### config.mk
export PLATFORM = sky130hd
export DESIGN_NAME = tick_task_scheduler_table_unit
export DESIGN_NICKNAME = d
export VERILOG_FILES = /design/src/rtl/core/tts_pkg.sv /design/src/rtl/core/tts_ram.sv /design/src/rtl/core/tts_result_q.sv /design/src/rtl/core/tts_slot_engine.sv /design/src/rtl/core/tick_task_scheduler_table_unit.sv
export SDC_FILE = /design/constraint.sdc
export NUM_CORES = 1
export LEC_CHECK = 0
export BUFFER_PORTS_ARGS = -buffer_cell sky130_fd_sc_hd__clkbuf_2
export CORE_UTILIZATION = 35
export CTS_CLUSTER_DIAMETER = 50
export DETAILED_ROUTE_END_ITERATION = 8
export GPL_ROUTABILITY_DRIVEN = 0
export GPL_TIMING_DRIVEN = 0
export HOLD_SLACK_MARGIN = 0.06
export SYNTH_ARGS = -nofsm -noshare
export SYNTH_HDL_FRONTEND = slang
export SYNTH_SLANG_ARGS = --single-unit
### constraint.sdc
create_clock -name clk -period 13.95 [get_ports clk]
set_input_delay 0 -clock clk [delete_from_list [all_inputs] [get_ports clk]]
set_output_delay 0 -clock clk [all_outputs]
set_load 0.01 [all_outputs]
### src/rtl/core/tts_pkg.sv
`timescale 1ns / 1ps
// Shared types and constants for the tick task scheduler table.
package tts_pkg;

    localparam int NUM_SLOTS_DEF = 16;
    localparam int HANDLE_W      = 8;
    localparam int TIME_W        = 16;
    localparam int PEND_W        = 8;
    localparam int SLOT_IN_W     = 4;
    localparam int SLOT_OUT_W    = 5;
    localparam int HOLD_TICKS_RST = 60000;

    typedef enum logic [1:0] {
        REQ_TICK = 2'd0,
        REQ_ADD  = 2'd1,
        REQ_DEL  = 2'd2,
        REQ_DISP = 2'd3
    } req_t;

    typedef enum logic [1:0] {
        KIND_RUN = 2'd0,
        KIND_ADD = 2'd1,
        KIND_DEL = 2'd2,
        KIND_ERR = 2'd3
    } kind_t;

    typedef enum logic [1:0] {
        ERR_NONE = 2'd0,
        ERR_FULL = 2'd1,
        ERR_DEL  = 2'd2
    } err_t;

    // One task slot as stored in the slot memory.
    typedef struct packed {
        logic [HANDLE_W-1:0] handle;
        logic [TIME_W-1:0]   delay;
        logic [TIME_W-1:0]   period;
        logic [PEND_W-1:0]   pending;
    } entry_t;

    localparam int ENTRY_W = $bits(entry_t);

    typedef struct packed {
        kind_t                 kind;
        logic [SLOT_OUT_W-1:0] slot;
        logic [HANDLE_W-1:0]   handle;
        err_t                  code;
    } res_t;

    // Engine to result queue: push a new result, or release the held one as last.
    typedef struct packed {
        logic emit;
        logic flush;
    } rq_ctl_t;

    typedef struct packed {
        logic hold_valid;
        logic can_push;
    } rq_stat_t;

    typedef struct packed {
        logic              report_enable;
        logic [TIME_W-1:0] hold_ticks;
    } cfg_t;

endpackage

### src/rtl/core/tts_ram.sv
`timescale 1ns / 1ps
// Generic single-port-write, single-port-read RAM with registered read data.
module tts_ram #(
    parameter int WIDTH = 8,
    parameter int DEPTH = 16
) (
    input  logic                                       clk,
    input  logic                                       we,
    input  logic [(DEPTH > 1 ? $clog2(DEPTH) : 1)-1:0] waddr,
    input  logic [WIDTH-1:0]                           wdata,
    input  logic                                       re,
    input  logic [(DEPTH > 1 ? $clog2(DEPTH) : 1)-1:0] raddr,
    output logic [WIDTH-1:0]                           rdata
);

    logic [WIDTH-1:0] mem [DEPTH];

    always_ff @(posedge clk)
    begin
        if (we)
        begin
            mem[waddr] <= wdata;
        end
        if (re)
        begin
            rdata <= mem[raddr];
        end
    end

endmodule

### src/rtl/core/tts_result_q.sv
`timescale 1ns / 1ps
// Result holding stage and output register; the held result learns its last flag late.
module tts_result_q
    import tts_pkg::*;
(
    input  logic     clk,
    input  logic     rst_n,
    input  rq_ctl_t  ctl,
    input  res_t     res,
    output rq_stat_t stat,
    output logic     out_valid,
    input  logic     out_stall,
    output res_t     out_res,
    output logic     out_last
);

    logic hold_valid_reg, hold_valid_next;
    res_t hold_reg;
    logic out_valid_reg, out_valid_next;
    res_t out_res_reg;
    logic out_last_reg;
    logic push;

    assign stat.hold_valid = hold_valid_reg;
    assign stat.can_push   = !out_valid_reg || !out_stall;

    // A new result pushes the held one out as not last; flush pushes it as last.
    assign push = (ctl.emit && hold_valid_reg) || ctl.flush;

    always_comb
    begin
        out_valid_next = out_valid_reg;
        if (push)
        begin
            out_valid_next = 1'b1;
        end
        else if (!out_stall)
        begin
            out_valid_next = 1'b0;
        end

        hold_valid_next = hold_valid_reg;
        if (ctl.emit)
        begin
            hold_valid_next = 1'b1;
        end
        else if (ctl.flush)
        begin
            hold_valid_next = 1'b0;
        end
    end

    always_ff @(posedge clk or negedge rst_n)
    begin
        if (!rst_n)
        begin
            hold_valid_reg <= 1'b0;
            out_valid_reg  <= 1'b0;
        end
        else
        begin
            hold_valid_reg <= hold_valid_next;
            out_valid_reg  <= out_valid_next;
        end
    end

    always_ff @(posedge clk)
    begin
        if (ctl.emit)
        begin
            hold_reg <= res;
        end
        if (push)
        begin
            out_res_reg  <= hold_reg;
            out_last_reg <= ctl.flush;
        end
    end

    assign out_valid = out_valid_reg;
    assign out_res   = out_res_reg;
    assign out_last  = out_last_reg;

endmodule

### src/rtl/core/tts_slot_engine.sv
`timescale 1ns / 1ps
// Request sequencer: walks the slot memory with read-modify-write and keeps the error state.
module tts_slot_engine
    import tts_pkg::*;
#(
    parameter int NUM_SLOTS = NUM_SLOTS_DEF
) (
    input  logic                  clk,
    input  logic                  rst_n,
    input  logic                  in_valid,
    output logic                  in_stall,
    input  logic [1:0]            req_type,
    input  logic [HANDLE_W-1:0]   task_handle,
    input  logic [TIME_W-1:0]     first_delay,
    input  logic [TIME_W-1:0]     period,
    input  logic [SLOT_IN_W-1:0]  slot,
    input  cfg_t                  cfg,
    input  rq_stat_t              rq_stat,
    output rq_ctl_t               rq_ctl,
    output res_t                  res
);

    localparam int IDX_W = (NUM_SLOTS > 1) ? $clog2(NUM_SLOTS) : 1;
    localparam int CNT_W = $clog2(NUM_SLOTS + 1);

    typedef enum logic [1:0] {
        ST_IDLE,
        ST_WALK,
        ST_REPORT,
        ST_FLUSH
    } state_t;

    state_t               state_reg, state_next;
    logic [CNT_W-1:0]     rd_idx_reg, rd_idx_next;
    logic [CNT_W-1:0]     rd_end_reg, rd_end_next;
    logic                 p1_valid_reg, p1_valid_next;
    logic [IDX_W-1:0]     p1_idx_reg, p1_idx_next;
    logic                 p1_live_reg, p1_live_next;
    logic [NUM_SLOTS-1:0] valid_reg, valid_next;
    err_t                 cur_err_reg, cur_err_next;
    err_t                 rep_err_reg, rep_err_next;
    logic [TIME_W-1:0]    hold_cnt_reg, hold_cnt_next;

    req_t                 op_reg;
    logic [HANDLE_W-1:0]  hdl_reg;
    logic [TIME_W-1:0]    dly_reg;
    logic [TIME_W-1:0]    per_reg;
    logic [SLOT_IN_W-1:0] slot_reg;
    logic                 item_load;

    logic                 ram_we;
    logic                 ram_re;
    logic [ENTRY_W-1:0]   ram_rdata;
    entry_t               ent;
    entry_t               upd;
    logic                 emit_ok;
    logic                 go;
    logic                 stop;

    tts_ram #(
        .WIDTH (ENTRY_W),
        .DEPTH (NUM_SLOTS)
    ) u_slot_ram (
        .clk   (clk),
        .we    (ram_we),
        .waddr (p1_idx_reg),
        .wdata (upd),
        .re    (ram_re),
        .raddr (rd_idx_reg[IDX_W-1:0]),
        .rdata (ram_rdata)
    );

    // A slot never written since reset reads as free.
    assign ent      = p1_live_reg ? entry_t'(ram_rdata) : '0;
    assign emit_ok  = !rq_stat.hold_valid || rq_stat.can_push;
    assign in_stall = (state_reg != ST_IDLE);

    always_comb
    begin
        state_next    = state_reg;
        rd_idx_next   = rd_idx_reg;
        rd_end_next   = rd_end_reg;
        p1_valid_next = p1_valid_reg;
        p1_idx_next   = p1_idx_reg;
        p1_live_next  = p1_live_reg;
        valid_next    = valid_reg;
        cur_err_next  = cur_err_reg;
        rep_err_next  = rep_err_reg;
        hold_cnt_next = hold_cnt_reg;
        item_load     = 1'b0;
        ram_we        = 1'b0;
        ram_re        = 1'b0;
        upd           = ent;
        go            = 1'b1;
        stop          = 1'b0;
        rq_ctl        = '0;
        res.kind      = KIND_RUN;
        res.slot      = SLOT_OUT_W'(p1_idx_reg);
        res.handle    = '0;
        res.code      = ERR_NONE;

        case (state_reg)
            ST_IDLE:
            begin
                if (in_valid)
                begin
                    item_load     = 1'b1;
                    state_next    = ST_WALK;
                    p1_valid_next = 1'b0;
                    rd_idx_next   = '0;
                    rd_end_next   = CNT_W'(NUM_SLOTS);
                    if (req_t'(req_type) == REQ_DEL)
                    begin
                        if (int'(slot) < NUM_SLOTS)
                        begin
                            rd_idx_next = CNT_W'(slot);
                            rd_end_next = CNT_W'(slot) + CNT_W'(1);
                        end
                        else
                        begin
                            rd_end_next = '0;
                        end
                    end
                end
            end

            ST_WALK:
            begin
                if (p1_valid_reg)
                begin
                    case (op_reg)
                        REQ_TICK:
                        begin
                            if (ent.handle != '0)
                            begin
                                ram_we = 1'b1;
                                if (ent.delay == '0)
                                begin
                                    if (ent.pending != '1)
                                    begin
                                        upd.pending = ent.pending + PEND_W'(1);
                                    end
                                    if (ent.period != '0)
                                    begin
                                        upd.delay = ent.period;
                                    end
                                end
                                else
                                begin
                                    upd.delay = ent.delay - TIME_W'(1);
                                end
                            end
                        end

                        REQ_ADD:
                        begin
                            if (ent.handle == '0)
                            begin
                                ram_we      = 1'b1;
                                upd.handle  = hdl_reg;
                                upd.delay   = dly_reg;
                                upd.period  = per_reg;
                                upd.pending = '0;
                                rq_ctl.emit = 1'b1;
                                res.kind    = KIND_ADD;
                                stop        = 1'b1;
                            end
                        end

                        REQ_DEL:
                        begin
                            ram_we      = 1'b1;
                            upd         = '0;
                            rq_ctl.emit = 1'b1;
                            res.kind    = KIND_DEL;
                            res.slot    = SLOT_OUT_W'(slot_reg);
                            if (ent.handle == '0)
                            begin
                                cur_err_next = ERR_DEL;
                                res.code     = ERR_DEL;
                            end
                            stop = 1'b1;
                        end

                        REQ_DISP:
                        begin
                            if (ent.pending != '0)
                            begin
                                if (emit_ok)
                                begin
                                    ram_we      = 1'b1;
                                    rq_ctl.emit = 1'b1;
                                    res.handle  = ent.handle;
                                    upd.pending = ent.pending - PEND_W'(1);
                                    // one-shot task: free the slot after its run
                                    if (ent.period == '0)
                                    begin
                                        upd = '0;
                                        if (ent.handle == '0)
                                        begin
                                            cur_err_next = ERR_DEL;
                                        end
                                    end
                                end
                                else
                                begin
                                    go = 1'b0;
                                end
                            end
                        end

                        default:
                        begin
                            go = 1'b1;
                        end
                    endcase
                end

                if (stop)
                begin
                    p1_valid_next = 1'b0;
                    state_next    = ST_FLUSH;
                end
                else if (go)
                begin
                    if (rd_idx_reg < rd_end_reg)
                    begin
                        ram_re        = 1'b1;
                        p1_valid_next = 1'b1;
                        p1_idx_next   = rd_idx_reg[IDX_W-1:0];
                        p1_live_next  = valid_reg[rd_idx_reg[IDX_W-1:0]];
                        rd_idx_next   = rd_idx_reg + CNT_W'(1);
                    end
                    else
                    begin
                        p1_valid_next = 1'b0;
                        if (!p1_valid_reg)
                        begin
                            // walk finished with nothing in flight
                            state_next = ST_FLUSH;
                            case (op_reg)
                                REQ_ADD:
                                begin
                                    cur_err_next = ERR_FULL;
                                    rq_ctl.emit  = 1'b1;
                                    res.kind     = KIND_ADD;
                                    res.slot     = SLOT_OUT_W'(NUM_SLOTS);
                                    res.code     = ERR_FULL;
                                end
                                REQ_DEL:
                                begin
                                    // slot index beyond the table
                                    cur_err_next = ERR_DEL;
                                    rq_ctl.emit  = 1'b1;
                                    res.kind     = KIND_DEL;
                                    res.slot     = SLOT_OUT_W'(slot_reg);
                                    res.code     = ERR_DEL;
                                end
                                REQ_DISP:
                                begin
                                    state_next = ST_REPORT;
                                end
                                default:
                                begin
                                    state_next = ST_FLUSH;
                                end
                            endcase
                        end
                    end
                end
            end

            ST_REPORT:
            begin
                state_next = ST_FLUSH;
                if (cfg.report_enable)
                begin
                    if (cur_err_reg != rep_err_reg)
                    begin
                        if (emit_ok)
                        begin
                            rq_ctl.emit   = 1'b1;
                            res.kind      = KIND_ERR;
                            res.slot      = '0;
                            res.code      = cur_err_reg;
                            rep_err_next  = cur_err_reg;
                            hold_cnt_next = (cur_err_reg != ERR_NONE) ? cfg.hold_ticks : '0;
                        end
                        else
                        begin
                            state_next = ST_REPORT;
                        end
                    end
                    else if (hold_cnt_reg != '0)
                    begin
                        hold_cnt_next = hold_cnt_reg - TIME_W'(1);
                        if (hold_cnt_reg == TIME_W'(1))
                        begin
                            cur_err_next = ERR_NONE;
                        end
                    end
                end
            end

            ST_FLUSH:
            begin
                if (rq_stat.hold_valid)
                begin
                    if (rq_stat.can_push)
                    begin
                        rq_ctl.flush = 1'b1;
                        state_next   = ST_IDLE;
                    end
                end
                else
                begin
                    state_next = ST_IDLE;
                end
            end

            default:
            begin
                state_next = ST_IDLE;
            end
        endcase

        if (ram_we)
        begin
            valid_next[p1_idx_reg] = 1'b1;
        end
    end

    always_ff @(posedge clk or negedge rst_n)
    begin
        if (!rst_n)
        begin
            state_reg    <= ST_IDLE;
            rd_idx_reg   <= '0;
            rd_end_reg   <= '0;
            p1_valid_reg <= 1'b0;
            p1_idx_reg   <= '0;
            p1_live_reg  <= 1'b0;
            valid_reg    <= '0;
            cur_err_reg  <= ERR_NONE;
            rep_err_reg  <= ERR_NONE;
            hold_cnt_reg <= '0;
        end
        else
        begin
            state_reg    <= state_next;
            rd_idx_reg   <= rd_idx_next;
            rd_end_reg   <= rd_end_next;
            p1_valid_reg <= p1_valid_next;
            p1_idx_reg   <= p1_idx_next;
            p1_live_reg  <= p1_live_next;
            valid_reg    <= valid_next;
            cur_err_reg  <= cur_err_next;
            rep_err_reg  <= rep_err_next;
            hold_cnt_reg <= hold_cnt_next;
        end
    end

    // hold the request fields for the duration of the walk
    always_ff @(posedge clk)
    begin
        if (item_load)
        begin
            op_reg   <= req_t'(req_type);
            hdl_reg  <= task_handle;
            dly_reg  <= first_delay;
            per_reg  <= period;
            slot_reg <= slot;
        end
    end

endmodule

### src/rtl/core/tick_task_scheduler_table_unit.sv
`timescale 1ns / 1ps
// Top level of the tick task scheduler table: config registers, engine and result queue.
//
//   channel  direction  handshake              payload
//   in       to block   in_valid / in_stall    req_type task_handle first_delay period slot
//   out      from block out_valid / out_stall  kind slot_out handle_out code last
//   config   to block   APB psel/penable       paddr pwdata prdata (pready tied high)
//
// One request at a time. Tick walks the slot memory, one slot read per cycle through its
// single read port; dispatch walks it too, then steps on to the error report.
// Add stops at the first free slot or, when the table is full, after the last one; delete
// reads only the addressed slot, and no slot at all for a slot index beyond the table.
// Reset clears per-slot valid bits at once; no clearing pass is needed.
// A stalled output holds the walk at the next result; in_stall stays high meanwhile.
module tick_task_scheduler_table_unit
    import tts_pkg::*;
#(
    parameter int NUM_SLOTS = NUM_SLOTS_DEF
) (
    input  logic                  clk,
    input  logic                  rst_n,
    input  logic                  in_valid,
    output logic                  in_stall,
    input  logic [1:0]            req_type,
    input  logic [HANDLE_W-1:0]   task_handle,
    input  logic [TIME_W-1:0]     first_delay,
    input  logic [TIME_W-1:0]     period,
    input  logic [SLOT_IN_W-1:0]  slot,
    output logic                  out_valid,
    input  logic                  out_stall,
    output logic [1:0]            kind,
    output logic [SLOT_OUT_W-1:0] slot_out,
    output logic [HANDLE_W-1:0]   handle_out,
    output logic [1:0]            code,
    output logic                  last,
    input  logic                  psel,
    input  logic                  penable,
    input  logic                  pwrite,
    input  logic [2:0]            paddr,
    input  logic [31:0]           pwdata,
    output logic [31:0]           prdata,
    output logic                  pready
);

    cfg_t     cfg_reg;
    logic     cfg_wr;
    rq_ctl_t  rq_ctl;
    rq_stat_t rq_stat;
    res_t     res;
    res_t     out_res;

    assign pready = 1'b1;
    assign cfg_wr = psel && penable && pwrite && pready;

    // registers sit on word boundaries; bit 2 picks the register
    always_ff @(posedge clk or negedge rst_n)
    begin
        if (!rst_n)
        begin
            cfg_reg.report_enable <= 1'b1;
            cfg_reg.hold_ticks    <= TIME_W'(HOLD_TICKS_RST);
        end
        else if (cfg_wr)
        begin
            if (paddr[2])
            begin
                cfg_reg.hold_ticks <= pwdata[TIME_W-1:0];
            end
            else
            begin
                cfg_reg.report_enable <= pwdata[0];
            end
        end
    end

    assign prdata = paddr[2] ? {{(32-TIME_W){1'b0}}, cfg_reg.hold_ticks}
                             : {31'b0, cfg_reg.report_enable};

    tts_slot_engine #(
        .NUM_SLOTS (NUM_SLOTS)
    ) u_engine (
        .clk         (clk),
        .rst_n       (rst_n),
        .in_valid    (in_valid),
        .in_stall    (in_stall),
        .req_type    (req_type),
        .task_handle (task_handle),
        .first_delay (first_delay),
        .period      (period),
        .slot        (slot),
        .cfg         (cfg_reg),
        .rq_stat     (rq_stat),
        .rq_ctl      (rq_ctl),
        .res         (res)
    );

    tts_result_q u_result_q (
        .clk       (clk),
        .rst_n     (rst_n),
        .ctl       (rq_ctl),
        .res       (res),
        .stat      (rq_stat),
        .out_valid (out_valid),
        .out_stall (out_stall),
        .out_res   (out_res),
        .out_last  (last)
    );

    assign kind       = out_res.kind;
    assign slot_out   = out_res.slot;
    assign handle_out = out_res.handle;
    assign code       = out_res.code;

    // a new request starts only after the previous one released its last result
    a_idle_hold_empty: assert property (@(posedge clk) disable iff (!rst_n)
        !in_stall |-> !rq_stat.hold_valid)
        else $error("request taken while a result is still held");

    a_emit_no_overrun: assert property (@(posedge clk) disable iff (!rst_n)
        rq_ctl.emit && rq_stat.hold_valid |-> rq_stat.can_push)
        else $error("result pushed into a full output register");

    a_emit_flush_excl: assert property (@(posedge clk) disable iff (!rst_n)
        !(rq_ctl.emit && rq_ctl.flush))
        else $error("emit and flush in the same cycle");

    a_flush_gives_last: assert property (@(posedge clk) disable iff (!rst_n)
        rq_ctl.flush |=> out_valid && last)
        else $error("flush did not present a last result");

endmodule
==> reports/qor.txt <==
Net Switching: 2.95 mW
Biggest register: u_engine.u_slot_ram.mem
Clock Sinks: 970
Post-synth top flop: edfxtp_1
Register bit total from synthesis: 970
Row count: 122
Port bufs: 104
CP bufs+invs: 6
Iteration-0 DRC Markers: 2881
Syn Area/Cell: 19.0 um2
Final Cycle Share: 0.412
Min-delay worst type: primary input to flop
RSZ-0062 raised after global routing: no
Synth async-reset ratio: 0.0753
H-tree depth: 3
Largest net degree at the start of global routing: 57
Reg-to-reg setup timing slack: 8.20 ns
Post-synthesis sequential area ratio: 0.728
Die Y: 338 um
Switching Fraction: 0.322
Fin. max-slew vios: 0
Synthesized area: 39500 um2
Die width: 338 um
Worst-path cell chain: clkbuf_1 > clkbuf_1 > clkbuf_1 > clkbuf_1 > nand2_1 > ha_1 > nand3_1 > buf_2 > nor3_1 > a2111oi_0 > a21oi_1 > o21ai_0 > buf_2
Final min period: 5.75 ns
Post-CTS Setup Bufs: 0
Critical path's largest stage delay: 0.63 ns
Leakage Power: 15.7 nW
GRT Overall Usage: 0.187
Top post-synthesis cells by count: 897 x edfxtp_1, 245 x mux4_2, 83 x nand2_1
Count leader, synth: edfxtp_1
Setup TNS: 0 ns
WL final: 106 mm
Worst-Skew Late Latency: 0.69 ns
DP Wirelength: 70.4 mm
Root buf cell: clkbuf_16
Library cells used by synthesis: 81
Critical Path RT: 14.45 ns
Worst slack at placement: 8.56 ns
Final setup vio count: 0
Core Area: 111000 um2
Status: finished, violations left
Worst Skew: 0.0351 ns
Post-route setup slack: 8.20 ns
Pint: 6.21 mW
Synth warnings: 0
Vias in the first global route: 23000
Post-CTS Hold Fix Bufs: 114
Post-CTS Resized: 0
Crit. End Element: flop
Drt wl/cell: 26.1 um
CP max stage cell: clkbuf_1
Post-synth EDFFs: 897
Regs by FF count: u_engine.u_slot_ram.mem (768), u_engine.u_slot_ram.rdata (48)
Max clock buf depth: 3
Via count: 22800
Max VDD drop: 0.123 mV
Fin nets: 2606
Num ports: 141
Die area: 114000 um2
Initial core utilization: 0.355
Register clock-pin slew on the reported worst setup and hold paths: 0.06 ns
Clock share of power: 0.285
# diodes: 0
# DRC: 10
Area leader, netlist: edfxtp_1
CP top delay family: buffers and inverters
Share of cells above drive strength 1: 0.269
Startpoint types: flop
First-pass GRT wire length: 155 mm
Sequential share of power: 0.431
Drt first pass iters: 9
Failing checks: design-rule violations
Grt total ovfl: 0
CTS tree: built
Vias/cell: 5.61
Dominant cells by area after synthesis: edfxtp_1 68%, mux4_2 14%, dfrtp_1 4.1%
Worst slew pin tran: 1.34 ns
Critical Path AT: 6.25 ns
Max-cap violations: 0
Area growth, synth to finish: 20.2%
Total power: 9.16 mW
Max-slew headroom: 0.104
Post-Syn Instances: 2083
Most numerous cell on the critical path: clkbuf_1
Peak Freq: 174 MHz
Initial antenna violation count: 0
Maximum fanout along the worst path: 12
P per Cell Area: 193 nW/um2
Crit path kind: flop to flop
Cts bufs inserted: 103
Post-synth top area share: 0.681
Antenna viol nets, final: 0
Fin. Hold Viols: 0
Max reg flops: 768
Combinational group share of total power: 0.284
## cell usage in the layout, fill, tap and decap left out, types with 9 or more instances in the layout
master,count
a21oi_1,56
a22o_1,30
a31oi_1,11
and2_1,33
and3_1,20
buf_1,17
buf_12,20
buf_2,18
buf_4,20
buf_6,40
clkbuf_1,105
clkbuf_16,104
clkbuf_2,104
clkinv_1,19
clkinv_2,11
conb_1,17
dfrtp_1,65
dlygate4sd3_1,114
edfxtp_1,897
ha_1,22
inv_1,28
mux2_2,26
mux4_2,245
nand2_1,83
nand2b_1,11
nand3_1,29
nand4_1,17
nor2_1,68
nor2_4,9
nor3_1,22
nor4_1,14
o211ai_1,10
o21ai_0,51
o22ai_1,12
o31ai_1,10
or2_2,18
## logic make-up after synthesis
kind of cell,share of synthesized area
buffers and inverters,0.0177
adder cells (fa/ha/maj),0.00696
XOR/XNOR,0.00133
multiplexers,0.149
other,0.000190
flip-flops,0.728
AO/OA/AOI/OAI,0.0502
AND/OR/NAND/NOR,0.0463
## through the flow
step,util,hold WS [ns],instance area [um2],cells
finish,0.427,0.117,47500,4067
detailed placement,0.388,-0.0839,43100,3765
global placement,0.377,0.178,42000,3690
floorplan,-,-0.296,39600,2098
CTS,0.427,0.0784,47500,4067
global route,0.427,0.104,47500,4067
## routing by layer
layer,vias up,track usage,routed length [um]
met4,0,0.0607,3460
met5,-,0,0
met3,263,0.0367,9650
li1,9434,-,-
met2,1309,0.293,48800
met1,11800,0.262,44200
## final timing paths
path | from | cells past startpoint | end
worst max-delay path | u_engine.p1_live_reg | 13 | u_engine.u_slot_ram.mem[15][38]
worst min-delay path | pwdata[14] | 3 | cfg_reg[14]
worst min register to register | u_result_q.hold_reg[5] | 0 | u_result_q.out_res[5]
worst max register to register | u_engine.p1_live_reg | 13 | u_engine.u_slot_ram.mem[15][38]
min in group asynchronous | rst_n | 4 | u_engine.valid_reg[2]
max in group asynchronous | rst_n | 4 | cfg_reg[7]
## power by group through the flow
stage	sequential, mW	clock, mW	combinational (mW)
finish	3.94	2.61	2.60
detailed placement	3.99	0	2.55
floorplan	3.87	0	1.73
global route	3.96	2.77	2.77
global placement	4.00	0	2.43
CTS	3.93	2.66	2.58
## area by class of cell
class / count / area [um2]
Buffer: 132 / 588
Sequential cell: 970 / 28800
Clock buffer: 129 / 2720
Timing Repair Buffer: 293 / 2720
Tap cell: 1488 / 1860
Fill cell: 9591 / 63800
Multi-Input combinational cell: 966 / 10200
Clock inverter: 59 / 522
Inverter: 30 / 115
## worst register-to-register path, stage by stage (launching register included)
cell       delay (ns)
dfrtp_1          0.60
clkbuf_1         0.54
clkbuf_1         0.55
clkbuf_1         0.51
clkbuf_1         0.63
nand2_1          0.17
ha_1             0.34
nand3_1          0.18
buf_2            0.29
nor3_1           0.14
a2111oi_0        0.53
a21oi_1          0.13
o21ai_0          0.61
buf_2            0.36
Note: power is estimated with default switching activity, not from simulation.
